===== src/hdl/prcf_pkg.sv =====
`default_nettype none
package prcf_pkg;

	typedef logic [31:0] word_t;
	typedef logic [9:0]  count_t;
	typedef logic [10:0] pos_t;
	typedef logic [2:0]  emit_t;
	typedef logic [1:0]  cfg_idx_t;
	typedef logic [15:0] cfg_data_t;

	typedef enum logic [1:0] {
		KIND_HEADER = 2'd0,
		KIND_VALUE  = 2'd1,
		KIND_CRC    = 2'd2,
		KIND_STATUS = 2'd3
	} kind_t;

	typedef enum logic [2:0] {
		ST_OK          = 3'd0,
		ST_BAD_MAGIC   = 3'd1,
		ST_BAD_VERSION = 3'd2,
		ST_BAD_COUNT   = 3'd3,
		ST_CRC_MISMATCH = 3'd4
	} status_t;

	localparam cfg_idx_t CFG_MODE  = 2'd0;
	localparam cfg_idx_t CFG_COUNT = 2'd1;

	localparam logic MODE_CHECK = 1'b0;
	localparam logic MODE_BUILD = 1'b1;

	localparam word_t  REC_MAGIC   = 32'h4650_4152;
	localparam word_t  REC_VERSION = 32'h0000_0001;
	localparam word_t  CRC_POLY    = 32'hEDB8_8320;
	localparam word_t  CRC_INIT    = 32'hFFFF_FFFF;
	localparam count_t COUNT_RESET = 10'd69;
	localparam emit_t  HDR_WORDS   = 3'd3;

	// 32 shift steps on a constant: only evaluated for unit vectors
	function automatic word_t crc_shift32(word_t x);
		word_t r;
		r = x;
		for (int b = 0; b < 32; b++) begin
			r = r[0] ? ((r >> 1) ^ CRC_POLY) : (r >> 1);
		end
		return r;
	endfunction

	// fold one word: XOR of the constant columns selected by crc ^ data
	function automatic word_t crc_word(word_t crc, word_t data);
		word_t x;
		word_t r;
		x = crc ^ data;
		r = '0;
		for (int i = 0; i < 32; i++) begin
			if (x[i]) begin
				r = r ^ crc_shift32(word_t'(1) << i);
			end
		end
		return r;
	endfunction

	localparam word_t CRC_AFTER_VER = crc_word(crc_word(CRC_INIT, REC_MAGIC), REC_VERSION);

endpackage
`default_nettype wire


===== src/hdl/prcf_in_if.sv =====
`default_nettype none
interface prcf_in_if;
	logic              valid;
	logic              ready;
	prcf_pkg::word_t   in_word;

	modport source (output valid, output in_word, input ready);
	modport sink   (input valid, input in_word, output ready);
endinterface
`default_nettype wire


===== src/hdl/prcf_out_if.sv =====
`default_nettype none
interface prcf_out_if;
	logic              valid;
	logic              ready;
	prcf_pkg::word_t   out_word;
	logic [1:0]        out_kind;
	logic [2:0]        status;
	logic              last_of_record;

	modport source (output valid, output out_word, output out_kind, output status,
		output last_of_record, input ready);
	modport sink   (input valid, input out_word, input out_kind, input status,
		input last_of_record, output ready);
endinterface
`default_nettype wire


===== src/hdl/prcf_cfg_if.sv =====
`default_nettype none
interface prcf_cfg_if;
	logic                 valid;
	logic                 ready;
	prcf_pkg::cfg_idx_t   index;
	prcf_pkg::cfg_data_t  data;

	modport source (output valid, output index, output data, input ready);
	modport sink   (input valid, input index, input data, output ready);
endinterface
`default_nettype wire


===== src/hdl/param_record_crc_frame.sv =====
// channel   modport  payload                                     transfer when
// words     sink     in_word[31:0]                               valid & ready
// results   source   out_word[31:0] out_kind[1:0] status[2:0]    valid & ready
//                    last_of_record
// cfg       sink     index[1:0] data[15:0] (0 mode, 1 count)     valid & ready (ready = 1)
//
// One word enters per cycle while the input register is free; it is held there and
// emits its results through one output register, one result per cycle.
// Most words give one result, check-mode header words none; the first word of a built
// record gives three header words, its value and, if also last, the CRC; the last word
// of a longer built record gives value and CRC, all through the single output port.
// Reset: check mode, count 69, position 0, CRC all ones, no error. Any cfg write restarts.
// Output stalls hold the input register, and words stall behind it.
`default_nettype none
module param_record_crc_frame (
	input  wire logic clk,
	input  wire logic arst_n,
	prcf_in_if.sink   words,
	prcf_out_if.source results,
	prcf_cfg_if.sink  cfg
);
	import prcf_pkg::*;

	logic    mode_q;
	count_t  count_q;
	pos_t    pos_q;
	word_t   crc_q;
	status_t err_q;
	word_t   hdr_crc_q;

	logic    valid_s1;
	word_t   word_s1;
	emit_t   idx_q;

	logic    out_valid_q;
	word_t   out_word_q;
	kind_t   out_kind_q;
	status_t out_status_q;
	logic    out_last_q;

	count_t  n;
	pos_t    n_ext;
	logic    in_body;
	logic    build_last;
	word_t   crc_in;
	word_t   crc_nx;
	emit_t   res_cnt;
	emit_t   hdr_cnt;
	logic    out_free;
	logic    emit;
	logic    done;
	logic    cfg_wr;
	logic    take;

	word_t   res_word;
	kind_t   res_kind;
	status_t res_status;
	logic    res_last;
	status_t chk_status;
	status_t err_nx;

	assign cfg_wr    = cfg.valid && cfg.ready;
	assign cfg.ready = 1'b1;

	assign n          = (count_q == '0) ? count_t'(1) : count_q;
	assign n_ext      = pos_t'(n);
	assign in_body    = pos_q < (n_ext + pos_t'(3));
	assign build_last = (pos_q + pos_t'(1)) >= n_ext;
	assign hdr_cnt    = (pos_q == '0) ? HDR_WORDS : emit_t'(0);

	assign crc_in = (mode_q == MODE_BUILD && pos_q == '0) ? hdr_crc_q : crc_q;
	assign crc_nx = crc_word(crc_in, word_s1);

	assign chk_status = (err_q != ST_OK) ? err_q :
		((word_s1 != ~crc_q) ? ST_CRC_MISMATCH : ST_OK);

	always_comb begin
		err_nx = err_q;
		if (err_q == ST_OK) begin
			if (pos_q == pos_t'(0) && word_s1 != REC_MAGIC) begin
				err_nx = ST_BAD_MAGIC;
			end else if (pos_q == pos_t'(1) && word_s1 != REC_VERSION) begin
				err_nx = ST_BAD_VERSION;
			end else if (pos_q == pos_t'(2) && word_s1 != word_t'(n)) begin
				err_nx = ST_BAD_COUNT;
			end
		end
	end

	always_comb begin
		res_word   = word_s1;
		res_kind   = KIND_VALUE;
		res_status = ST_OK;
		res_last   = 1'b0;
		if (mode_q == MODE_CHECK) begin
			res_cnt = (!in_body || pos_q >= pos_t'(3)) ? emit_t'(1) : emit_t'(0);
			if (!in_body) begin
				res_word   = '0;
				res_kind   = KIND_STATUS;
				res_status = chk_status;
				res_last   = 1'b1;
			end
		end else begin
			res_cnt = hdr_cnt + emit_t'(1) + emit_t'(build_last);
			if (idx_q < hdr_cnt) begin
				res_kind = KIND_HEADER;
				case (idx_q[1:0])
					2'd0:    res_word = REC_MAGIC;
					2'd1:    res_word = REC_VERSION;
					default: res_word = word_t'(n);
				endcase
			end else if (idx_q != hdr_cnt) begin
				res_word = ~crc_nx;
				res_kind = KIND_CRC;
				res_last = 1'b1;
			end
		end
	end

	assign out_free    = !out_valid_q || results.ready;
	assign emit        = valid_s1 && res_cnt != '0 && out_free;
	assign done        = valid_s1 && (res_cnt == '0 || (emit && idx_q == res_cnt - emit_t'(1)));
	assign words.ready = !valid_s1 || done;
	assign take        = words.valid && words.ready;

	always_ff @(posedge clk or negedge arst_n) begin
		if (!arst_n) begin
			mode_q      <= MODE_CHECK;
			count_q     <= COUNT_RESET;
			pos_q       <= '0;
			crc_q       <= CRC_INIT;
			err_q       <= ST_OK;
			valid_s1    <= 1'b0;
			idx_q       <= '0;
			out_valid_q <= 1'b0;
		end else begin
			if (take) begin
				valid_s1 <= 1'b1;
			end else if (done) begin
				valid_s1 <= 1'b0;
			end
			if (done) begin
				idx_q <= '0;
			end else if (emit) begin
				idx_q <= idx_q + emit_t'(1);
			end
			if (emit) begin
				out_valid_q <= 1'b1;
			end else if (results.ready) begin
				out_valid_q <= 1'b0;
			end

			if (cfg_wr) begin
				if (cfg.index == CFG_MODE) begin
					mode_q <= cfg.data[0];
				end else if (cfg.index == CFG_COUNT) begin
					count_q <= count_t'(cfg.data[9:0]);
				end
				pos_q <= '0;
				crc_q <= CRC_INIT;
				err_q <= ST_OK;
			end else if (done) begin
				if (mode_q == MODE_CHECK) begin
					if (in_body) begin
						err_q <= err_nx;
						crc_q <= crc_nx;
						pos_q <= pos_q + pos_t'(1);
					end else begin
						pos_q <= '0;
						crc_q <= CRC_INIT;
						err_q <= ST_OK;
					end
				end else begin
					if (build_last) begin
						pos_q <= '0;
						crc_q <= CRC_INIT;
						err_q <= ST_OK;
					end else begin
						crc_q <= crc_nx;
						pos_q <= pos_q + pos_t'(1);
					end
				end
			end
		end
	end

	// header CRC follows the count; it is registered from count_q, so it settles after count_q
	always_ff @(posedge clk) begin
		hdr_crc_q <= crc_word(CRC_AFTER_VER, word_t'(n));
		if (take) begin
			word_s1 <= words.in_word;
		end
		if (emit) begin
			out_word_q   <= res_word;
			out_kind_q   <= res_kind;
			out_status_q <= res_status;
			out_last_q   <= res_last;
		end
	end

	assign results.valid          = out_valid_q;
	assign results.out_word       = out_word_q;
	assign results.out_kind       = out_kind_q;
	assign results.status         = out_status_q;
	assign results.last_of_record = out_last_q;

	a_emit_range: assert property (@(posedge clk) disable iff (!arst_n)
		idx_q <= emit_t'(4))
		else $error("emit index beyond five results");

	a_cfg_restart: assert property (@(posedge clk) disable iff (!arst_n)
		cfg_wr |=> (pos_q == '0 && err_q == ST_OK && crc_q == CRC_INIT))
		else $error("cfg write did not restart the record");

	a_status_last: assert property (@(posedge clk) disable iff (!arst_n)
		(out_valid_q && out_kind_q == KIND_STATUS) |->
		(out_last_q && out_word_q == '0))
		else $error("status result not closing the record");

	a_err_sticky: assert property (@(posedge clk) disable iff (!arst_n)
		(err_q != ST_OK && !cfg_wr && !(done && (!in_body || build_last)))
		|=> err_q == $past(err_q))
		else $error("first error overwritten");

endmodule
`default_nettype wire

===== src/flat_wrapper.sv =====
// flat-port wrapper written by rule: the top's interface ports become plain ports
module param_record_crc_frame_flat import prcf_pkg::*;
  (clk, arst_n, words_valid, words_in_word, words_ready, results_valid, results_out_word, results_out_kind, results_status, results_last_of_record, results_ready, cfg_valid, cfg_index, cfg_data, cfg_ready);
  prcf_in_if words_i ();
  prcf_out_if results_i ();
  prcf_cfg_if cfg_i ();
  input  wire logic clk;
  input  wire logic arst_n;
  input wire logic [$bits(words_i.valid)-1:0] words_valid;
  input wire logic [$bits(words_i.in_word)-1:0] words_in_word;
  output wire logic [$bits(words_i.ready)-1:0] words_ready;
  output wire logic [$bits(results_i.valid)-1:0] results_valid;
  output wire logic [$bits(results_i.out_word)-1:0] results_out_word;
  output wire logic [$bits(results_i.out_kind)-1:0] results_out_kind;
  output wire logic [$bits(results_i.status)-1:0] results_status;
  output wire logic [$bits(results_i.last_of_record)-1:0] results_last_of_record;
  input wire logic [$bits(results_i.ready)-1:0] results_ready;
  input wire logic [$bits(cfg_i.valid)-1:0] cfg_valid;
  input wire logic [$bits(cfg_i.index)-1:0] cfg_index;
  input wire logic [$bits(cfg_i.data)-1:0] cfg_data;
  output wire logic [$bits(cfg_i.ready)-1:0] cfg_ready;
  assign words_i.valid = words_valid;
  assign words_i.in_word = words_in_word;
  assign words_ready = words_i.ready;
  assign results_valid = results_i.valid;
  assign results_out_word = results_i.out_word;
  assign results_out_kind = results_i.out_kind;
  assign results_status = results_i.status;
  assign results_last_of_record = results_i.last_of_record;
  assign results_i.ready = results_ready;
  assign cfg_i.valid = cfg_valid;
  assign cfg_i.index = cfg_index;
  assign cfg_i.data = cfg_data;
  assign cfg_ready = cfg_i.ready;
  param_record_crc_frame u_core (.clk(clk), .arst_n(arst_n), .words(words_i), .results(results_i), .cfg(cfg_i));
endmodule

===== config.mk =====
export PLATFORM = sky130hd
export DESIGN_NAME = param_record_crc_frame_flat
export DESIGN_NICKNAME = d
export VERILOG_FILES = /design/src/hdl/prcf_pkg.sv /design/src/hdl/prcf_in_if.sv /design/src/hdl/prcf_out_if.sv /design/src/hdl/prcf_cfg_if.sv /design/src/hdl/param_record_crc_frame.sv /design/src/flat_wrapper.sv
export SDC_FILE = /design/constraint.sdc
export NUM_CORES = 1
export LEC_CHECK = 0
export ABC_AREA = 1
export BUFFER_PORTS_ARGS = -buffer_cell sky130_fd_sc_hd__buf_2
export CAP_MARGIN = 20
export CORE_ASPECT_RATIO = 0.8
export CORE_MARGIN = 4
export CORE_UTILIZATION = 40
export DETAILED_ROUTE_END_ITERATION = 8
export GPL_TIMING_DRIVEN = 0
export PLACE_DENSITY = 0.67
export SLEW_MARGIN = 20
export SYNTH_ARGS = -nofsm -noshare
export SYNTH_HDL_FRONTEND = slang
export SYNTH_SLANG_ARGS = --single-unit

===== constraint.sdc =====
create_clock -name clk -period 17 [get_ports clk]
set_input_delay 4.25 -clock clk [delete_from_list [all_inputs] [get_ports clk]]
set_output_delay 4.25 -clock clk [all_outputs]
set_load 0.005 [all_outputs]

==> flow_metrics.env <==
export IMPL_grt_max_degree=44
export IMPL_drc=0
export IMPL_grt_pass1_vias=14100
export IMPL_wl_um=65000
export IMPL_cp_end_kind="output pin"
export IMPL_synth_warnings=0
export IMPL_hold_viol_final=0
export IMPL_reg2reg_to="u_core.crc_q[24]"
export IMPL_die_area_um2=40000
export IMPL_syn_inst=2226
export IMPL_core_area_um2=36100
export IMPL_hp_class="reg -> reg"
export IMPL_initialDrtViolationCount=2089
export IMPL_cts_resized=0
export IMPL_period_share_pct=62.5
export IMPL_syn_area_per_cell_um2=6.63
export IMPL_slew_headroom_pct=25.4
export IMPL_postCtsHoldBufs=0
export IMPL_dp_hpwl_um=51200
export IMPL_worst_pin_slew_ps=1090
export IMPL_cts_max_path_buffers=2
export IMPL_finalCriticalPeriod_ps=10630
export IMPL_synth_cell_type_count=52
export IMPL_areaGrowthSynthToFinish_pct=11.5
export IMPL_min_from="u_core.crc_q[21]"
export IMPL_clock_latency_ps=470
export IMPL_die_h_um=180
export IMPL_post_cts_setup_buffer_count=0
export IMPL_min_to="u_core.crc_q[21]"
export IMPL_final_nets=2430
export IMPL_clkTransAtPathRegs_ps=90
export IMPL_cts_tree="built"
export IMPL_cts_root_buf="clkbuf_16"
export IMPL_vias=15500
export IMPL_htree_num_levels=4
export IMPL_clkSinkCount=162
export IMPL_critPathArrivalTime_ps=6380
export IMPL_grt_pass1_wl_um=93200
export IMPL_pin_count=96
export IMPL_crit_top_cell="nor2_1"
export IMPL_cts_buffers=17
export IMPL_synth_main_ff_cell="edfxtp_1"
export IMPL_synth_fp_nets=2320
export IMPL_grt_total_usage_pct=31.5
export IMPL_worstSetupStartpointType="flip-flop"
export IMPL_drv_cap=0
export IMPL_ys_seq_area_share_pct=29.0
export IMPL_grt_setup_unrepaired="no"
export IMPL_wl_per_cell_um=23.0
export IMPL_start_util_pct=40.8
export IMPL_die_w_um=223
export IMPL_critPathKind="reg -> out"
export IMPL_antenna_left=0
export IMPL_port_buffers=88
export IMPL_finalSetupTns_ps=0
export IMPL_synth_seq_cells=162
export IMPL_holdPathStages=2
export IMPL_critical_path_max_stage_delay_ps=530
export IMPL_drive_gt1_share_pct=12.0
export IMPL_async_flop_share_pct=37.7
export IMPL_rr_worst_depth=34
export IMPL_crit_slowest_cell="clkbuf_1"
export IMPL_slew_violations=0
export IMPL_pre_cts_slack_ps=7170
export IMPL_worst_slack_ps=6370
export IMPL_netlist_area_um2=14700
export IMPL_most_common_layout_cells="nand2_1, nand3_1, inv_1"
export IMPL_grt_overflow_total=0
export IMPL_path_max_fanout=9
export IMPL_place_gp_congestion=1.02
export IMPL_dr_pass1_iters=8
export IMPL_via_per_inst=5.47
export IMPL_r2r_start="u_core.count_q[6]"
export IMPL_clock_skew_ps=31.8
export IMPL_timing_fmax_mhz=94.1
export IMPL_status="finished, final reports clean"
export IMPL_num_rows=62
export IMPL_grt_antenna_before_repair=1
export IMPL_synth_enable_flop_cells=69
export IMPL_setup_viol=0
export IMPL_cp_required_ps=12750
export IMPL_final_common_cell="nand2_1"
export IMPL_rrSetupSlack_ps=9800
metrics by stage:
step	hold slack, ps	utilization [%]	cells	area [µm²]
after floorplan	462	-	2226	14700
after global placement	474	43.7	2794	15800
after detailed placement	476	43.9	2797	15900
after CTS	488	45.5	2829	16400
after global routing	506	45.5	2829	16400
final	489	45.5	2830	16400
synth_stat cells (3+ instances only):
cell type	n	area (µm²)
buf_4	6	45.0
xor2_1	132	1160
xor2_2	10	163
dfrtp_1	26	651
nand2_4	10	113
inv_1	208	781
nand2_2	45	282
o22ai_1	14	87.6
o2111ai_1	5	43.8
nand2_1	951	3570
dfxtp_1	32	641
o21ai_2	9	78.8
buf_1	5	18.8
nand3b_1	10	75.1
xnor2_1	60	526
nand3_1	260	1300
buf_2	8	40.0
inv_2	10	37.5
nor3_1	7	35.0
o21ai_0	43	215
ha_1	39	488
nor4_1	6	37.5
nor2_1	60	225
dfstp_2	35	920
edfxtp_1	69	2070
o211ai_1	4	30.0
a21oi_1	30	150
o21ai_1	18	90.1
a2111oi_0	4	35.0
nand4_1	35	219
clkbuf_1	29	109
buf_6	9	101
clkinv_1	3	11.3
xnor2_2	9	146
critical path, delay by kind of cell, from the launching register on:
kind                     cells  cell delay [ps]
AND/OR/NAND/NOR             16             2790
buffers and inverters        6              870
adder cells (fa/ha/maj)      3              790
AO/OA/AOI/OAI                3              630
flip-flops                   1              520
XOR/XNOR                     2              310
worst max path at each step:
stage / start / to / slack [ps] / cells after the start
floorplan: results_ready / words_ready / 7710 / 9
global placement: u_core.count_q[6] / words_ready / 7300 / 30
detailed placement: u_core.count_q[6] / words_ready / 7170 / 30
CTS: u_core.count_q[6] / words_ready / 6630 / 30
global route: u_core.count_q[6] / words_ready / 6070 / 31
finish: u_core.count_q[6] / words_ready / 6370 / 30
cell families (layout without fill, tap and decap cells):
group / Yosys count / after routing / synth area share (%)
other cells: 1 / 2 / 0.0254
compound gates: 138 / 138 / 5.51
buf+inv: 278 / 401 / 7.75
xor+xnor: 214 / 214 / 14.1
simple gates: 1394 / 1394 / 40.3
fa+ha+maj: 39 / 39 / 3.31
flops: 162 / 162 / 29.0
state kept, by name, summed over array words and instances, names as in the netlist:
register                       flops
u_core.pos_q                      11
u_core.idx_q                       3
u_core.count_q                    10
u_core.results.status              3
u_core.results.valid               1
u_core.err_q                       2
u_core.word_s1                    32
u_core.results.last_of_record      1
u_core.valid_s1                    1
u_core.mode_q                      1
u_core.hdr_crc_q                  32
u_core.crc_q                      32
u_core.results.out_word           32
u_core.results.out_kind            1
metal layers:
layer  routed length [µm]  global-route usage [%]  up-vias
met5                    0                       0        -
met4                 1660                    7.67        0
met3                 7680                    9.74       97
met2                26500                    45.5      826
met1                29100                    46.1     7226
li1                     -                       -     7321
area by class of cell:
| class | instances | area, µm² |
|---|---|---|
| Multi-Input combinational cell | 1786 | 9340 |
| Timing Repair Buffer | 91 | 510 |
| Buffer | 57 | 314 |
| Sequential cell | 162 | 4280 |
| Tap cell | 480 | 601 |
| Clock inverter | 15 | 135 |
| Antenna cell | 1 | 2.50 |
| Clock buffer | 17 | 425 |
| Fill cell | 3820 | 19700 |
| Inverter | 221 | 830 |
Power is left out: the tool's default activity adds up to more than one toggle a clock period on the data nets, which glitch-free logic cannot reach.
